--- src/hw/rtl/dlsq_pkg.sv ---
// Shared codes, field widths and controller/datapath link types for the sleep queue.
// No dependencies.
`default_nettype none

package dlsq_pkg;

  // Fixed field widths of the channels
  localparam int OP_W   = 2;
  localparam int TID_W  = 8;
  localparam int TICK_W = 16;
  localparam int STS_W  = 2;

  // Operation codes
  localparam logic [OP_W-1:0] OP_INSERT = 2'd0;
  localparam logic [OP_W-1:0] OP_REMOVE = 2'd1;
  localparam logic [OP_W-1:0] OP_TICK   = 2'd2;

  // Reply status codes
  localparam logic [STS_W-1:0] STS_OK        = 2'd0;
  localparam logic [STS_W-1:0] STS_FULL      = 2'd1;
  localparam logic [STS_W-1:0] STS_ZERO      = 2'd2;
  localparam logic [STS_W-1:0] STS_NOT_FOUND = 2'd3;

  // Result kinds
  localparam logic KIND_STATUS  = 1'b0;
  localparam logic KIND_RELEASE = 1'b1;

  // Read address base
  typedef enum logic [1:0] {
    RD_ZERO,
    RD_CUR,
    RD_NEXT
  } dlsq_rd_e;

  // Walk index update
  typedef enum logic [1:0] {
    IDX_HOLD,
    IDX_ZERO,
    IDX_INC
  } dlsq_idx_e;

  // Entry write source and address
  typedef enum logic [2:0] {
    W_NEW_ZERO,
    W_PLACE,
    W_APPEND,
    W_CARRY,
    W_SHIFT,
    W_HEAD,
    W_COMPACT
  } dlsq_wr_e;

  // Entry count update
  typedef enum logic [1:0] {
    CNT_HOLD,
    CNT_INC,
    CNT_DEC,
    CNT_SUB_N
  } dlsq_cnt_e;

  // Release count update
  typedef enum logic [1:0] {
    N_HOLD,
    N_LD_IDX,
    N_LD_CNT
  } dlsq_n_e;

  typedef struct packed {
    logic             ld_item;
    dlsq_rd_e         rd_sel;
    logic             rd_off;
    dlsq_idx_e        idx_op;
    logic             we;
    dlsq_wr_e         wr_sel;
    logic             t_sub;
    logic             add_ld;
    dlsq_cnt_e        cnt_op;
    dlsq_n_e          n_op;
    logic             out_ld;
    logic             out_kind;
    logic [STS_W-1:0] out_status;
    logic             out_last;
  } dlsq_cmd_t;

  typedef struct packed {
    logic [OP_W-1:0] op;
    logic            t_zero;
    logic            cnt_zero;
    logic            full;
    logic            last_idx;
    logic            idx_eq_cnt;
    logic            ins_place;
    logic            id_match;
    logic            head_due;
    logic            d_zero;
    logic            emit_last;
    logic            compact_last;
    logic            n_all;
    logic            slot_free;
  } dlsq_stat_t;

endpackage

`default_nettype wire

--- src/hw/rtl/dlsq_in_if.sv ---
// Request channel of the sleep queue: valid/ready plus operation, thread id and ticks.
// Depends on dlsq_pkg.
`default_nettype none

interface dlsq_in_if;
  logic                         valid;
  logic                         ready;
  logic [dlsq_pkg::OP_W-1:0]    operation;
  logic [dlsq_pkg::TID_W-1:0]   thread_id;
  logic [dlsq_pkg::TICK_W-1:0]  sleep_ticks;

  modport source (output valid, output operation, output thread_id, output sleep_ticks,
                  input ready);
  modport sink (input valid, input operation, input thread_id, input sleep_ticks,
                output ready);
endinterface

`default_nettype wire

--- src/hw/rtl/dlsq_out_if.sv ---
// Result channel of the sleep queue: valid/ready plus kind, status, released id and last.
// Depends on dlsq_pkg.
`default_nettype none

interface dlsq_out_if;
  logic                        valid;
  logic                        ready;
  logic                        kind;
  logic [dlsq_pkg::STS_W-1:0]  status;
  logic [dlsq_pkg::TID_W-1:0]  released_id;
  logic                        last;

  modport source (output valid, output kind, output status, output released_id,
                  output last, input ready);
  modport sink (input valid, input kind, input status, input released_id, input last,
                output ready);
endinterface

`default_nettype wire

--- src/hw/rtl/dlsq_ram.sv ---
// Generic single-write, single-read RAM with registered read data.
// No dependencies.
`default_nettype none

module dlsq_ram #(
  parameter int WIDTH = 24,
  parameter int DEPTH = 16
) (
  input  logic                     clk_i,
  input  logic                     we_i,
  input  logic [$clog2(DEPTH)-1:0] waddr_i,
  input  logic [WIDTH-1:0]         wdata_i,
  input  logic [$clog2(DEPTH)-1:0] raddr_i,
  output logic [WIDTH-1:0]         rdata_o
);

  logic [WIDTH-1:0] mem_q [DEPTH];
  logic [WIDTH-1:0] rdata_q;

  always_ff @(posedge clk_i) begin
    if (we_i) begin
      mem_q[waddr_i] <= wdata_i;
    end
    rdata_q <= mem_q[raddr_i];
  end

  assign rdata_o = rdata_q;

endmodule

`default_nettype wire

--- src/hw/rtl/dlsq_datapath.sv ---
// Sleep queue datapath: entry RAM, walk index, remaining ticks, carry and result register.
// Depends on dlsq_pkg, dlsq_out_if and dlsq_ram.
`default_nettype none

module dlsq_datapath #(
  parameter int QUEUE_DEPTH = 16,
  parameter int ID_BITS     = 8,
  parameter int TICK_BITS   = 16
) (
  input  logic                          clk_i,
  input  logic                          rst_ni,
  input  logic [dlsq_pkg::OP_W-1:0]     in_operation_i,
  input  logic [dlsq_pkg::TID_W-1:0]    in_thread_id_i,
  input  logic [dlsq_pkg::TICK_W-1:0]   in_sleep_ticks_i,
  input  dlsq_pkg::dlsq_cmd_t           cmd_i,
  output dlsq_pkg::dlsq_stat_t          stat_o,
  dlsq_out_if.source                    out_o
);

  localparam int ADDR_W  = $clog2(QUEUE_DEPTH);
  localparam int CNT_W   = $clog2(QUEUE_DEPTH + 1);
  localparam int ENT_W   = ID_BITS + TICK_BITS;
  localparam int OutIdW  = dlsq_pkg::TID_W;

  logic [dlsq_pkg::OP_W-1:0]  op_q;
  logic [ID_BITS-1:0]         id_q;
  logic [TICK_BITS-1:0]       t_q;
  logic [CNT_W-1:0]           cnt_q, cnt_d;
  logic [ADDR_W-1:0]          idx_q;
  logic [CNT_W-1:0]           n_q;
  logic [ENT_W-1:0]           carry_q;
  logic [TICK_BITS-1:0]       add_q;
  logic                       out_valid_q, out_valid_d;
  logic                       out_kind_q;
  logic [dlsq_pkg::STS_W-1:0] out_status_q;
  logic [OutIdW-1:0]          out_id_q;
  logic                       out_last_q;

  logic [ENT_W-1:0]     rdata;
  logic [ID_BITS-1:0]   rd_id;
  logic [TICK_BITS-1:0] rd_delta;
  logic [CNT_W-1:0]     idx_ext, idx_inc;
  logic [CNT_W-1:0]     rd_base;
  logic [CNT_W:0]       rd_sum;
  logic [ADDR_W-1:0]    raddr, waddr;
  logic [ENT_W-1:0]     wdata;
  logic                 slot_free;

  assign rd_id    = rdata[ENT_W-1:TICK_BITS];
  assign rd_delta = rdata[TICK_BITS-1:0];
  assign idx_ext  = CNT_W'(idx_q);
  assign idx_inc  = idx_ext + CNT_W'(1);

  // Read address: base plus optional release count for compaction
  always_comb begin
    case (cmd_i.rd_sel)
      dlsq_pkg::RD_CUR:  rd_base = idx_ext;
      dlsq_pkg::RD_NEXT: rd_base = idx_inc;
      default:           rd_base = '0;
    endcase
    rd_sum = {1'b0, rd_base} + (cmd_i.rd_off ? {1'b0, n_q} : '0);
    raddr  = rd_sum[ADDR_W-1:0];
  end

  always_comb begin
    case (cmd_i.wr_sel)
      dlsq_pkg::W_PLACE: begin
        waddr = idx_q;
        wdata = {id_q, t_q};
      end
      dlsq_pkg::W_APPEND: begin
        waddr = cnt_q[ADDR_W-1:0];
        wdata = {id_q, t_q - rd_delta};
      end
      dlsq_pkg::W_CARRY: begin
        waddr = idx_q;
        wdata = carry_q;
      end
      dlsq_pkg::W_SHIFT: begin
        waddr = idx_q - ADDR_W'(1);
        wdata = {rd_id, rd_delta + add_q};
      end
      dlsq_pkg::W_HEAD: begin
        waddr = '0;
        wdata = {rd_id, rd_delta - TICK_BITS'(1)};
      end
      dlsq_pkg::W_COMPACT: begin
        waddr = idx_q;
        wdata = rdata;
      end
      default: begin
        waddr = '0;
        wdata = {id_q, t_q};
      end
    endcase
  end

  dlsq_ram #(
    .WIDTH (ENT_W),
    .DEPTH (QUEUE_DEPTH)
  ) u_ram (
    .clk_i   (clk_i),
    .we_i    (cmd_i.we),
    .waddr_i (waddr),
    .wdata_i (wdata),
    .raddr_i (raddr),
    .rdata_o (rdata)
  );

  assign slot_free = !out_valid_q || out_o.ready;

  always_comb begin
    case (cmd_i.cnt_op)
      dlsq_pkg::CNT_INC:   cnt_d = cnt_q + CNT_W'(1);
      dlsq_pkg::CNT_DEC:   cnt_d = cnt_q - CNT_W'(1);
      dlsq_pkg::CNT_SUB_N: cnt_d = cnt_q - n_q;
      default:             cnt_d = cnt_q;
    endcase
    if (cmd_i.out_ld) begin
      out_valid_d = 1'b1;
    end else if (out_o.ready) begin
      out_valid_d = 1'b0;
    end else begin
      out_valid_d = out_valid_q;
    end
  end

  always_ff @(posedge clk_i or negedge rst_ni) begin
    if (!rst_ni) begin
      cnt_q       <= '0;
      out_valid_q <= 1'b0;
    end else begin
      cnt_q       <= cnt_d;
      out_valid_q <= out_valid_d;
    end
  end

  always_ff @(posedge clk_i) begin
    if (cmd_i.ld_item) begin
      op_q <= in_operation_i;
      id_q <= ID_BITS'(in_thread_id_i);
      t_q  <= TICK_BITS'(in_sleep_ticks_i);
    end else if (cmd_i.t_sub) begin
      t_q <= t_q - rd_delta;
    end

    case (cmd_i.idx_op)
      dlsq_pkg::IDX_ZERO: idx_q <= '0;
      dlsq_pkg::IDX_INC:  idx_q <= idx_q + ADDR_W'(1);
      default:            idx_q <= idx_q;
    endcase

    case (cmd_i.n_op)
      dlsq_pkg::N_LD_IDX: n_q <= idx_ext;
      dlsq_pkg::N_LD_CNT: n_q <= cnt_q;
      default:            n_q <= n_q;
    endcase

    // Displaced entry rides ahead during an insert
    if (cmd_i.we && cmd_i.wr_sel == dlsq_pkg::W_PLACE) begin
      carry_q <= {rd_id, rd_delta - t_q};
    end else if (cmd_i.we && cmd_i.wr_sel == dlsq_pkg::W_CARRY) begin
      carry_q <= rdata;
    end

    // Removed delta folds into the following entry once
    if (cmd_i.add_ld) begin
      add_q <= rd_delta;
    end else if (cmd_i.we && cmd_i.wr_sel == dlsq_pkg::W_SHIFT) begin
      add_q <= '0;
    end

    if (cmd_i.out_ld) begin
      out_kind_q   <= cmd_i.out_kind;
      out_status_q <= cmd_i.out_status;
      out_id_q     <= (cmd_i.out_kind == dlsq_pkg::KIND_RELEASE) ? OutIdW'(rd_id) : '0;
      out_last_q   <= cmd_i.out_last;
    end
  end

  always_comb begin
    stat_o.op           = op_q;
    stat_o.t_zero       = (t_q == '0);
    stat_o.cnt_zero     = (cnt_q == '0);
    stat_o.full         = (cnt_q == CNT_W'(QUEUE_DEPTH));
    stat_o.last_idx     = (idx_inc == cnt_q);
    stat_o.idx_eq_cnt   = (idx_ext == cnt_q);
    stat_o.ins_place    = (idx_q == '0) ? (t_q <= rd_delta) : (t_q < rd_delta);
    stat_o.id_match     = (rd_id == id_q);
    stat_o.head_due     = (rd_delta <= TICK_BITS'(1));
    stat_o.d_zero       = (rd_delta == '0);
    stat_o.emit_last    = (idx_inc == n_q);
    stat_o.compact_last = (({1'b0, idx_inc} + {1'b0, n_q}) == {1'b0, cnt_q});
    stat_o.n_all        = (n_q == cnt_q);
    stat_o.slot_free    = slot_free;
  end

  assign out_o.valid       = out_valid_q;
  assign out_o.kind        = out_kind_q;
  assign out_o.status      = out_status_q;
  assign out_o.released_id = out_id_q;
  assign out_o.last        = out_last_q;

endmodule

`default_nettype wire

--- src/hw/rtl/dlsq_ctrl.sv ---
// Sleep queue controller: sequences insert, remove and tick walks over the entry RAM.
// Depends on dlsq_pkg.
`default_nettype none

module dlsq_ctrl (
  input  logic                 clk_i,
  input  logic                 rst_ni,
  input  logic                 in_valid_i,
  output logic                 in_ready_o,
  input  dlsq_pkg::dlsq_stat_t stat_i,
  output dlsq_pkg::dlsq_cmd_t  cmd_o
);

  localparam logic [3:0] S_IDLE       = 4'd0;
  localparam logic [3:0] S_DECODE     = 4'd1;
  localparam logic [3:0] S_INS_WALK   = 4'd2;
  localparam logic [3:0] S_INS_SHIFT  = 4'd3;
  localparam logic [3:0] S_RM_FIND    = 4'd4;
  localparam logic [3:0] S_RM_SHIFT   = 4'd5;
  localparam logic [3:0] S_TK_HEAD    = 4'd6;
  localparam logic [3:0] S_TK_SCAN    = 4'd7;
  localparam logic [3:0] S_TK_EMIT    = 4'd8;
  localparam logic [3:0] S_TK_COMPACT = 4'd9;
  localparam logic [3:0] S_REPLY      = 4'd10;

  logic [3:0]                 state_q, state_d;
  logic [dlsq_pkg::STS_W-1:0] reply_q, reply_d;

  assign in_ready_o = (state_q == S_IDLE);

  always_comb begin
    cmd_o   = '0;
    state_d = state_q;
    reply_d = reply_q;

    case (state_q)
      S_IDLE: begin
        if (in_valid_i) begin
          cmd_o.ld_item = 1'b1;
          state_d       = S_DECODE;
        end
      end

      S_DECODE: begin
        // Prime the read of the head entry
        cmd_o.rd_sel = dlsq_pkg::RD_ZERO;
        cmd_o.idx_op = dlsq_pkg::IDX_ZERO;
        case (stat_i.op)
          dlsq_pkg::OP_INSERT: begin
            if (stat_i.t_zero) begin
              reply_d = dlsq_pkg::STS_ZERO;
              state_d = S_REPLY;
            end else if (stat_i.full) begin
              reply_d = dlsq_pkg::STS_FULL;
              state_d = S_REPLY;
            end else if (stat_i.cnt_zero) begin
              cmd_o.we     = 1'b1;
              cmd_o.wr_sel = dlsq_pkg::W_NEW_ZERO;
              cmd_o.cnt_op = dlsq_pkg::CNT_INC;
              reply_d      = dlsq_pkg::STS_OK;
              state_d      = S_REPLY;
            end else begin
              state_d = S_INS_WALK;
            end
          end
          dlsq_pkg::OP_REMOVE: begin
            if (stat_i.cnt_zero) begin
              reply_d = dlsq_pkg::STS_NOT_FOUND;
              state_d = S_REPLY;
            end else begin
              state_d = S_RM_FIND;
            end
          end
          dlsq_pkg::OP_TICK: begin
            state_d = stat_i.cnt_zero ? S_IDLE : S_TK_HEAD;
          end
          default: begin
            state_d = S_IDLE;
          end
        endcase
      end

      S_INS_WALK: begin
        if (stat_i.ins_place) begin
          cmd_o.we     = 1'b1;
          cmd_o.wr_sel = dlsq_pkg::W_PLACE;
          cmd_o.idx_op = dlsq_pkg::IDX_INC;
          cmd_o.rd_sel = dlsq_pkg::RD_NEXT;
          state_d      = S_INS_SHIFT;
        end else if (stat_i.last_idx) begin
          cmd_o.we     = 1'b1;
          cmd_o.wr_sel = dlsq_pkg::W_APPEND;
          cmd_o.cnt_op = dlsq_pkg::CNT_INC;
          reply_d      = dlsq_pkg::STS_OK;
          state_d      = S_REPLY;
        end else begin
          cmd_o.t_sub  = 1'b1;
          cmd_o.idx_op = dlsq_pkg::IDX_INC;
          cmd_o.rd_sel = dlsq_pkg::RD_NEXT;
        end
      end

      S_INS_SHIFT: begin
        cmd_o.we     = 1'b1;
        cmd_o.wr_sel = dlsq_pkg::W_CARRY;
        if (stat_i.idx_eq_cnt) begin
          cmd_o.cnt_op = dlsq_pkg::CNT_INC;
          reply_d      = dlsq_pkg::STS_OK;
          state_d      = S_REPLY;
        end else begin
          cmd_o.idx_op = dlsq_pkg::IDX_INC;
          cmd_o.rd_sel = dlsq_pkg::RD_NEXT;
        end
      end

      S_RM_FIND: begin
        if (stat_i.id_match) begin
          if (stat_i.last_idx) begin
            cmd_o.cnt_op = dlsq_pkg::CNT_DEC;
            reply_d      = dlsq_pkg::STS_OK;
            state_d      = S_REPLY;
          end else begin
            cmd_o.add_ld = 1'b1;
            cmd_o.idx_op = dlsq_pkg::IDX_INC;
            cmd_o.rd_sel = dlsq_pkg::RD_NEXT;
            state_d      = S_RM_SHIFT;
          end
        end else if (stat_i.last_idx) begin
          reply_d = dlsq_pkg::STS_NOT_FOUND;
          state_d = S_REPLY;
        end else begin
          cmd_o.idx_op = dlsq_pkg::IDX_INC;
          cmd_o.rd_sel = dlsq_pkg::RD_NEXT;
        end
      end

      S_RM_SHIFT: begin
        cmd_o.we     = 1'b1;
        cmd_o.wr_sel = dlsq_pkg::W_SHIFT;
        if (stat_i.last_idx) begin
          cmd_o.cnt_op = dlsq_pkg::CNT_DEC;
          reply_d      = dlsq_pkg::STS_OK;
          state_d      = S_REPLY;
        end else begin
          cmd_o.idx_op = dlsq_pkg::IDX_INC;
          cmd_o.rd_sel = dlsq_pkg::RD_NEXT;
        end
      end

      S_TK_HEAD: begin
        if (!stat_i.head_due) begin
          cmd_o.we     = 1'b1;
          cmd_o.wr_sel = dlsq_pkg::W_HEAD;
          state_d      = S_IDLE;
        end else if (stat_i.last_idx) begin
          cmd_o.n_op   = dlsq_pkg::N_LD_CNT;
          cmd_o.idx_op = dlsq_pkg::IDX_ZERO;
          cmd_o.rd_sel = dlsq_pkg::RD_ZERO;
          state_d      = S_TK_EMIT;
        end else begin
          cmd_o.idx_op = dlsq_pkg::IDX_INC;
          cmd_o.rd_sel = dlsq_pkg::RD_NEXT;
          state_d      = S_TK_SCAN;
        end
      end

      S_TK_SCAN: begin
        if (!stat_i.d_zero || stat_i.last_idx) begin
          cmd_o.n_op   = stat_i.d_zero ? dlsq_pkg::N_LD_CNT : dlsq_pkg::N_LD_IDX;
          cmd_o.idx_op = dlsq_pkg::IDX_ZERO;
          cmd_o.rd_sel = dlsq_pkg::RD_ZERO;
          state_d      = S_TK_EMIT;
        end else begin
          cmd_o.idx_op = dlsq_pkg::IDX_INC;
          cmd_o.rd_sel = dlsq_pkg::RD_NEXT;
        end
      end

      S_TK_EMIT: begin
        if (stat_i.slot_free) begin
          cmd_o.out_ld     = 1'b1;
          cmd_o.out_kind   = dlsq_pkg::KIND_RELEASE;
          cmd_o.out_status = dlsq_pkg::STS_OK;
          cmd_o.out_last   = stat_i.emit_last;
          if (stat_i.emit_last) begin
            if (stat_i.n_all) begin
              cmd_o.cnt_op = dlsq_pkg::CNT_SUB_N;
              state_d      = S_IDLE;
            end else begin
              cmd_o.idx_op = dlsq_pkg::IDX_ZERO;
              cmd_o.rd_sel = dlsq_pkg::RD_ZERO;
              cmd_o.rd_off = 1'b1;
              state_d      = S_TK_COMPACT;
            end
          end else begin
            cmd_o.idx_op = dlsq_pkg::IDX_INC;
            cmd_o.rd_sel = dlsq_pkg::RD_NEXT;
          end
        end else begin
          // Hold the current entry on the read port
          cmd_o.rd_sel = dlsq_pkg::RD_CUR;
        end
      end

      S_TK_COMPACT: begin
        cmd_o.we     = 1'b1;
        cmd_o.wr_sel = dlsq_pkg::W_COMPACT;
        cmd_o.rd_off = 1'b1;
        if (stat_i.compact_last) begin
          cmd_o.cnt_op = dlsq_pkg::CNT_SUB_N;
          state_d      = S_IDLE;
        end else begin
          cmd_o.idx_op = dlsq_pkg::IDX_INC;
          cmd_o.rd_sel = dlsq_pkg::RD_NEXT;
        end
      end

      S_REPLY: begin
        if (stat_i.slot_free) begin
          cmd_o.out_ld     = 1'b1;
          cmd_o.out_kind   = dlsq_pkg::KIND_STATUS;
          cmd_o.out_status = reply_q;
          cmd_o.out_last   = 1'b1;
          state_d          = S_IDLE;
        end
      end

      default: begin
        state_d = S_IDLE;
      end
    endcase
  end

  always_ff @(posedge clk_i or negedge rst_ni) begin
    if (!rst_ni) begin
      state_q <= S_IDLE;
    end else begin
      state_q <= state_d;
    end
  end

  always_ff @(posedge clk_i) begin
    reply_q <= reply_d;
  end

endmodule

`default_nettype wire

--- src/hw/rtl/delta_list_sleep_queue_core.sv ---
// Delta-list sleep queue: one transaction at a time, walked one entry per cycle over one RAM
// unless a release waits on a stalled result. Insert or remove walks the entries at most once.
// Tick: scan the due entries, release n entries, compact the rest.
// Throughput is one transaction per walk; the single RAM read port sets the pace.
// Reset (rst_ni low, asynchronous) empties the queue and drops any pending result.
`default_nettype none

module delta_list_sleep_queue_core #(
  parameter int QUEUE_DEPTH = 16,
  parameter int ID_BITS     = 8,
  parameter int TICK_BITS   = 16
) (
  input  logic       clk_i,
  input  logic       rst_ni,
  dlsq_in_if.sink    in_i,
  dlsq_out_if.source out_o
);

  // Controller issues one command word per cycle; the datapath answers
  // with compare results on the entry currently on the RAM read port.
  dlsq_pkg::dlsq_cmd_t  cmd;
  dlsq_pkg::dlsq_stat_t stat;
  logic                 in_ready;

  // Accept a request only in idle; the result register decouples the
  // output side, so a finished result may wait while the next one runs.
  assign in_i.ready = in_ready;

  dlsq_ctrl u_ctrl (
    .clk_i      (clk_i),
    .rst_ni     (rst_ni),
    .in_valid_i (in_i.valid),
    .in_ready_o (in_ready),
    .stat_i     (stat),
    .cmd_o      (cmd)
  );

  // Entries sit in wake order in the RAM, each holding an id and the tick
  // difference to the entry before it. Inserts ripple the displaced entry
  // forward and removes shift the tail back in one pass; ticks compact it after releasing.
  dlsq_datapath #(
    .QUEUE_DEPTH (QUEUE_DEPTH),
    .ID_BITS     (ID_BITS),
    .TICK_BITS   (TICK_BITS)
  ) u_dp (
    .clk_i            (clk_i),
    .rst_ni           (rst_ni),
    .in_operation_i   (in_i.operation),
    .in_thread_id_i   (in_i.thread_id),
    .in_sleep_ticks_i (in_i.sleep_ticks),
    .cmd_i            (cmd),
    .stat_o           (stat),
    .out_o            (out_o)
  );

endmodule

`default_nettype wire

--- src/flat_wrapper.sv ---
// flat-port wrapper written by rule: the top's interface ports become plain ports
module delta_list_sleep_queue_core_flat 
#(
  parameter int QUEUE_DEPTH = 16,
  parameter int ID_BITS     = 8,
  parameter int TICK_BITS   = 16
)
  (clk_i, rst_ni, in_i_valid, in_i_operation, in_i_thread_id, in_i_sleep_ticks, in_i_ready, out_o_valid, out_o_kind, out_o_status, out_o_released_id, out_o_last, out_o_ready);
  dlsq_in_if in_i_i ();
  dlsq_out_if out_o_i ();
  input  logic clk_i;
  input  logic rst_ni;
  input wire logic [$bits(in_i_i.valid)-1:0] in_i_valid;
  input wire logic [$bits(in_i_i.operation)-1:0] in_i_operation;
  input wire logic [$bits(in_i_i.thread_id)-1:0] in_i_thread_id;
  input wire logic [$bits(in_i_i.sleep_ticks)-1:0] in_i_sleep_ticks;
  output wire logic [$bits(in_i_i.ready)-1:0] in_i_ready;
  output wire logic [$bits(out_o_i.valid)-1:0] out_o_valid;
  output wire logic [$bits(out_o_i.kind)-1:0] out_o_kind;
  output wire logic [$bits(out_o_i.status)-1:0] out_o_status;
  output wire logic [$bits(out_o_i.released_id)-1:0] out_o_released_id;
  output wire logic [$bits(out_o_i.last)-1:0] out_o_last;
  input wire logic [$bits(out_o_i.ready)-1:0] out_o_ready;
  assign in_i_i.valid = in_i_valid;
  assign in_i_i.operation = in_i_operation;
  assign in_i_i.thread_id = in_i_thread_id;
  assign in_i_i.sleep_ticks = in_i_sleep_ticks;
  assign in_i_ready = in_i_i.ready;
  assign out_o_valid = out_o_i.valid;
  assign out_o_kind = out_o_i.kind;
  assign out_o_status = out_o_i.status;
  assign out_o_released_id = out_o_i.released_id;
  assign out_o_last = out_o_i.last;
  assign out_o_i.ready = out_o_ready;
  delta_list_sleep_queue_core #(.QUEUE_DEPTH(QUEUE_DEPTH), .ID_BITS(ID_BITS), .TICK_BITS(TICK_BITS)) u_core (.clk_i(clk_i), .rst_ni(rst_ni), .in_i(in_i_i), .out_o(out_o_i));
endmodule
--- config.mk ---
export PLATFORM = sky130hd
export DESIGN_NAME = delta_list_sleep_queue_core_flat
export DESIGN_NICKNAME = d
export VERILOG_FILES = /design/src/hw/rtl/dlsq_pkg.sv /design/src/hw/rtl/dlsq_in_if.sv /design/src/hw/rtl/dlsq_out_if.sv /design/src/hw/rtl/dlsq_ram.sv /design/src/hw/rtl/dlsq_datapath.sv /design/src/hw/rtl/dlsq_ctrl.sv /design/src/hw/rtl/delta_list_sleep_queue_core.sv /design/src/flat_wrapper.sv
export SDC_FILE = /design/constraint.sdc
export NUM_CORES = 1
export LEC_CHECK = 0
export BUFFER_PORTS_ARGS = -buffer_cell sky130_fd_sc_hd__clkbuf_2
export CAP_MARGIN = 20
export CORE_AREA = 2 2 196 198
export CTS_CLUSTER_DIAMETER = 200
export DETAILED_ROUTE_END_ITERATION = 7
export DIE_AREA = 0 0 198 200
export GPL_TIMING_DRIVEN = 0
export PLACE_DENSITY = 0.81
export SYNTH_ARGS = -nofsm -noshare
export SYNTH_HDL_FRONTEND = slang
export SYNTH_SLANG_ARGS = --single-unit
--- constraint.sdc ---
create_clock -name clk_i -period 11.2 [get_ports clk_i]
set_input_delay 1.12 -clock clk_i [delete_from_list [all_inputs] [get_ports clk_i]]
set_output_delay 1.12 -clock clk_i [all_outputs]
set_load 0.1 [all_outputs]
### After elaboration in Yosys (flattened, before gate mapping)

Memories as Yosys holds them, arrays and structs flattened. A register that Yosys moved wholly into a read port is not among the register bits.
Cells that the tools add are included.

| word-level totals | value |
|---|---|
| register bits after elaboration | 99 |
| memory bits (writable) | 384 |
| logic and storage cells | 205 |
| memories kept | 1 |

| operators by class | value |
|---|---|
| equality and inequality tests | 46 |
| $lt $le $gt $ge | 3 |
| reduce and logical (&&, ||, !) cells | 25 |
| mux-type cells | 103 |
| add/subtract/negate cells | 12 |

Memories:

| memory | words | width | read ports | clocked after memory_dff | wr ports | line | source |
|---|---|---|---|---|---|---|---|
| u_core.u_dp.u_ram.mem_q | 16 | 24 | 1 | 1 | 1 | dlsq_ram.sv:17 | `logic [WIDTH-1:0] mem_q [DEPTH];` |

Operators by type and width:

| operator | count |
|---|---|
| 24-bit case mux with 5 select lines | 1 |
| 4-bit 2-to-1 mux | 25 |
| 16-bit 2-to-1 mux | 4 |
| 2-bit 2-to-1 mux | 29 |
| 24-bit 2-to-1 mux | 2 |
| 4-bit case mux with 11 select lines | 1 |
| 16-bit zero test | 2 |
| 16-bit subtractor | 2 |
| 2-bit case mux with 7 select lines | 2 |
| 4-bit case mux with 3 select lines | 2 |
| 4-bit case mux with 6 select lines | 1 |
| 5-bit case mux with 2 select lines | 2 |
| 1-bit 2-to-1 mux | 19 |
| 16-bit adder | 1 |
| 4-bit by 3-bit equality test with 1-bit output (second input constant) | 4 |
| 16-bit by 1-bit <= comparator with 1-bit output (second input constant) | 1 |
| 16-bit <= comparator | 1 |
| 16-bit < comparator | 1 |
| 2-bit case mux with 8 select lines | 1 |
| 4-bit case mux with 2 select lines | 2 |
| 16-bit by 1-bit subtractor with 16-bit output (second input constant) | 1 |
| 5-bit equality test | 3 |
| 5-bit case mux with 3 select lines | 1 |
| 7-bit AND reduction | 2 |
| 43 further kinds | 79 |

### Logic depth before layout (Yosys ltp)

| logic depth | value |
|---|---|
| word-level depth | 10 |
| gate-level depth with buffers | 24 |

### Cells and area by module

A second synthesis with hierarchy kept.

| unflattened totals | value |
|---|---|
| cells, all modules | 1733 |
| area, all modules | 24506.0 um^2 |

Modules (own cells, without submodules):

| module | cells each | times used | area an instance (um^2) | seq. area each (um^2) |
|---|---|---|---|---|
| dlsq_ram | 636 | 1 | 14930.6 | 12011.5 |
| dlsq_datapath | 948 | 1 | 8460.6 | 2762.6 |
| dlsq_ctrl | 149 | 1 | 1114.8 | 160.2 |

### Least setup slack after synthesis

No wires, ideal clock.

| path | value |
|---|---|
| path kind | reg2reg |
| start point | register u_core.u_ctrl.state_q[3] |
| end point | register u_core.u_dp.t_q[0] (enable) |
| buffers on the path | 3 |
| stages on the path, launching flop included | 7 |
| period minus slack after synthesis | 5934 ps |
| slack | 5266 ps |
| required time | 10789 ps |
| arrival | 5523 ps |
| path through | dfrtp_1 > buf_2 > clkbuf_1 > nor4_1 > nand2_1 > clkbuf_1 > o21ai_0 |

| between the ends | value |
|---|---|
| longest elaborated chain between the ends | 3 |
| elaborated cells between the ends (all ways) | 5 |
| those cells by class | 1 x eq/ne; 2 x mux; 2 x reduce/logical |

Ends and longest elaborated chain:

| what | line | source |
|---|---|---|
| from (decl) | dlsq_ctrl.sv:26 | `logic [3:0] state_q, state_d;` |
| from (signal assigned) | dlsq_ctrl.sv:238 | `state_q <= state_d;` |
| 4-bit zero test | - |  |
| via in_i_ready | flat_wrapper.sv:17 | `output wire logic [$bits(in_i_i.ready)-1:0] in_i_ready;` |
| 1-bit 2-to-1 mux | dlsq_ctrl.sv:36 | `case (state_q)` |
| 2-bit nonzero test (no line) | - |  |
| to (signal assigned) | dlsq_datapath.sv:142 | `t_q <= TICK_BITS'(in_sleep_ticks_i);` |
| to (signal assigned) | dlsq_datapath.sv:144 | `t_q <= t_q - rd_delta;` |
| to (decl) | dlsq_datapath.sv:27 | `logic [TICK_BITS-1:0] t_q;` |

The timed path passes the listed nets, and every way through them passes these cells.
A chain may end at the register's enable or synchronous reset.

### Worst setup path in the final report

| path | value |
|---|---|
| start point | register u_core.u_dp.t_q[0] |
| end point | register u_core.u_dp.u_ram.rdata_q[13], in the netlist u_core.u_dp.u_ram.rdata_o[13], read port of u_core.u_dp.u_ram.mem_q |

| between the ends | value |
|---|---|
| longest elaborated chain between the ends | 7 |
| elaborated cells between the ends (all ways) | 9 |
| those cells by class | 1 x add/sub; 2 x order compare; 2 x eq/ne; 4 x mux |

Ends and longest elaborated chain:

| what | line | source |
|---|---|---|
| 16-bit < comparator / 16-bit <= comparator (equally long branches) | dlsq_datapath.sv:188 | `stat_o.ins_place = (idx_q == '0) ? (t_q <= rd_delta) : (t_q < rd_delta);` |
| 1-bit 2-to-1 mux (*) | dlsq_datapath.sv:188 |  |
| 2-bit 2-to-1 mux (*) | dlsq_ctrl.sv:84 | `if (stat_i.ins_place) begin` |
| 2-bit case mux with 7 select lines (*) | dlsq_ctrl.sv:36 |  |
| 2-bit equality test / 2-bit by 1-bit equality test with 1-bit output (equally long branches) | dlsq_datapath.sv:56 | `case (cmd_i.rd_sel)` |
| 4-bit case mux with 2 select lines (*) | dlsq_datapath.sv:56 |  |
| 4-bit adder (*) | dlsq_datapath.sv:61 | `rd_sum = {1'b0, rd_base} + (cmd_i.rd_off ? {1'b0, n_q} : '0);` |
| to (decl) | dlsq_ram.sv:18 | `logic [WIDTH-1:0] rdata_q;` |

Every way passes the cells marked *; elsewhere a longest branch is shown, timed or not.

==> impl_metrics.ini <==
[synthesis]
synthesis.area_um2 = 24100
synth_ff_type = edfxtp_1
synth_seq_area_share_pct = 62.0
syn_avg_cell_area_um2 = 13.9
yosys_register_bits = 507
synth-edff-count = 473
yosys_warnings = 0
synthesis.nets = 1837
synth_cell_types = 82
syn_inst = 1729
synthArstFlopShare_pct = 1.97

[job]
drv_cap = 0

[finish]
diodes = 0
utilization_pct = 72.8
final_cell_mix = 473 x edfxtp_1, 176 x nand2_1, 96 x mux4_2, 91 x nor2_1
fill_cells = 2311
final_common_cell = edfxtp_1
area_growth_pct = 13.1
drive_above_1_share_pct = 17.7
nets = 1978

[clocking]
cts_tree = done
clock-sinks = 507
cts.path.max_buffers = 3
cts_resized = 0
clk_pin_slew_worst_paths_ps = 60
cts_hold_buffers = 0
postCtsSetupRepairBufs = 0
insertion_delay_ps = 620
cts-root-buf = clkbuf_16
h-tree-depth = 2
cts_buffers = 50

[sta]
slew_headroom_pct = 14.8
tightest_slew_ps = 1270
period_needed_ps = 7600
fmax_mhz = 132
hold_viol = 0
setup-violations-final = 0
final_max_slew_viol_count = 0
finClkSkew_ps = 37.3
fin_crit_sh_pct = 67.9
rsz0062_at_grt = false
fin_tns_setup_ps = 0

[floorplan]
die_x_um = 198
die_area_um2 = 39600
core_um2 = 37400
rows = 71
io_pins = 44
dieHeight_um = 200
initial_utilization_pct = 64.4

[worst_setup_path]
path_buf_inv = 6
crit_cells = 23
crit_chain = inv_1 -> ha_1 -> inv_1 -> fa_1 -> a211oi_1 -> nor2_1 -> o21ai_2 -> o31a_1 -> o21ai_1 -> clkbuf_1 -> o21ai_0 -> nor2_1 -> and2_1 -> ha_1 -> a22oi_1 -> or2_2 -> fa_1 -> clkbuf_1 -> clkbuf_1 -> clkbuf_1 -> mux4_2 -> nand2_1 -> a31oi_1
reg2reg_slack_ps = 3600
ff2ff_path_depth = 23
slowest_stage = clkbuf_1
cp-end-kind = register
crit_fanout = 10
cp-start-kind = register
crit_family = buffers and inverters
critPathMaxStageDelay_ps = 700
required_ps = 11670
crit_arrival_ps = 8070
critPathMostFrequentCell = clkbuf_1
crit_type = register to register

[detailed_routing]
drc = 0
routed_wl_um = 71500
drt_iter0_drc = 2279
via_count = 16700
dr.pass1.iters = 5
viasPerCell = 6.88
antenna_left = 0
routedWlPerCell_um = 29.5

[global_routing]
grt_pass1_vias = 16600
grt_usage_pct = 36.6
antenna_found_initial = 1
grt_overflow = 0
grt_max_degree = 25
grt_pass1_wl_um = 104000

[status]
run_status = complete, no violations

[min_path]
hold_path.class = primary input to asynchronous set/reset pin

[placement]
io_buffer_count = 43
dp_hpwl_um = 46900
gp_congestion = 0.969
path summary, 6_finish.rpt:
path | from | to
worst max-delay path | u_core.u_dp.t_q[0]$_DFFE_PP_ | u_core.u_dp.u_ram.rdata_o[13]$_DFF_P_
worst min-delay path | rst_ni | u_core.u_ctrl.state_q[1]$_DFFE_PN0P_
worst max register to register | u_core.u_dp.t_q[0]$_DFFE_PP_ | u_core.u_dp.u_ram.rdata_o[13]$_DFF_P_
worst min register to register | u_core.u_dp.u_ram.rdata_o[19]$_DFF_P_ | u_core.u_dp.carry_q[19]$_DFFE_PP_
max in group asynchronous | rst_ni | u_core.u_ctrl.state_q[2]$_DFFE_PN0P_
min in group clk_i | u_core.u_dp.u_ram.rdata_o[19]$_DFF_P_ | u_core.u_dp.carry_q[19]$_DFFE_PP_
state kept, by name (all words and copies together) (netlist names):
name and count:
u_core.u_dp.u_ram.mem_q 384, u_core.u_dp.carry_q 24, u_core.u_dp.u_ram.rdata_o 24, u_core.u_dp.add_q 16, u_core.u_dp.t_q 16, u_core.u_dp.id_q 8
u_core.u_dp.out_o.released_id 8, u_core.u_dp.cnt_q 5, u_core.u_dp.n_q 5, u_core.u_ctrl.state_q 4, u_core.u_dp.idx_q 4, u_core.u_ctrl.reply_q 2
u_core.u_dp.op_q 2, u_core.u_dp.out_o.status 2, u_core.u_dp.out_o.kind 1, u_core.u_dp.out_o.last 1, u_core.u_dp.out_o.valid 1
cell families (layout without fill, tap and decap cells):
| family | count (synthesis) | count (layout) | share of synthesized area, % |
|---|---|---|---|
| AO/OA/AOI/OAI | 350 | 350 | 9.61 |
| XOR/XNOR | 73 | 73 | 2.65 |
| adder cells (fa/ha/maj) | 78 | 78 | 4.27 |
| buffers and inverters | 151 | 334 | 2.52 |
| flip-flops | 507 | 507 | 62.0 |
| multiplexers | 112 | 112 | 9.68 |
| AND/OR/NAND/NOR | 458 | 458 | 9.27 |
area by class of cell:
cell class                      instances  area, um2  share of cell area [%]
Sequential cell                       507      14900                    54.8
Multi-Input combinational cell       1071       8630                    31.7
Clock buffer                           77       1410                    5.19
Timing Repair Buffer                   89        734                    2.70
Tap cell                              511        639                    2.35
Buffer                                 88        370                    1.36
Clock inverter                         17        272                   0.997
Inverter                               63        236                   0.868
synth_stat cells, drive strengths merged, types with 10 or more instances:
library cell | number | share of area (%)
dfxtp | 24 | 2.0
nand2 | 176 | 2.7
nor4 | 12 | 0.44
nor2 | 91 | 1.4
nor3 | 35 | 0.77
nor2b | 13 | 0.34
mux4 | 96 | 9.0
a21oi | 80 | 1.7
nand2b | 18 | 0.47
buf | 32 | 0.66
edfxtp | 473 | 59
clkbuf | 56 | 0.87
xor2 | 30 | 1.1
xnor2 | 43 | 1.6
nand4 | 12 | 0.31
ha | 71 | 3.7
nand3 | 19 | 0.39
and2 | 36 | 0.93
o21ai | 85 | 1.8
a31oi | 33 | 0.88
inv | 63 | 0.98
a22oi | 13 | 0.41
and3 | 19 | 0.51
dfrtp | 10 | 1.0
a21o | 20 | 0.62
a211oi | 31 | 0.97
per-layer routing:
layer / wire length, um / up-vias / track usage, %
li1: - / 6930 / -
met1: 26000 / 8216 / 48.0
met2: 34400 / 1280 / 60.4
met3: 7690 / 247 / 6.74
met4: 3480 / 2 / 16.8
met5: 13 / - / 0
through the flow:
stage          cells  hold slack (ps)  worst slack (ps)  instance area, um2
2_1_floorplan   1729              464              5270               24100
3_3_place_gp    2283              480              3770               24900
3_5_place_dp    2319              493              3940               25400
4_1_cts         2413              378              3820               27100
5_1_grt         2423              400              3500               27200
6_report        2423              389              3600               27200
Power is left out: the tool's default activity adds up to more than one toggle a clock period on the data nets, which glitch-free logic cannot reach.
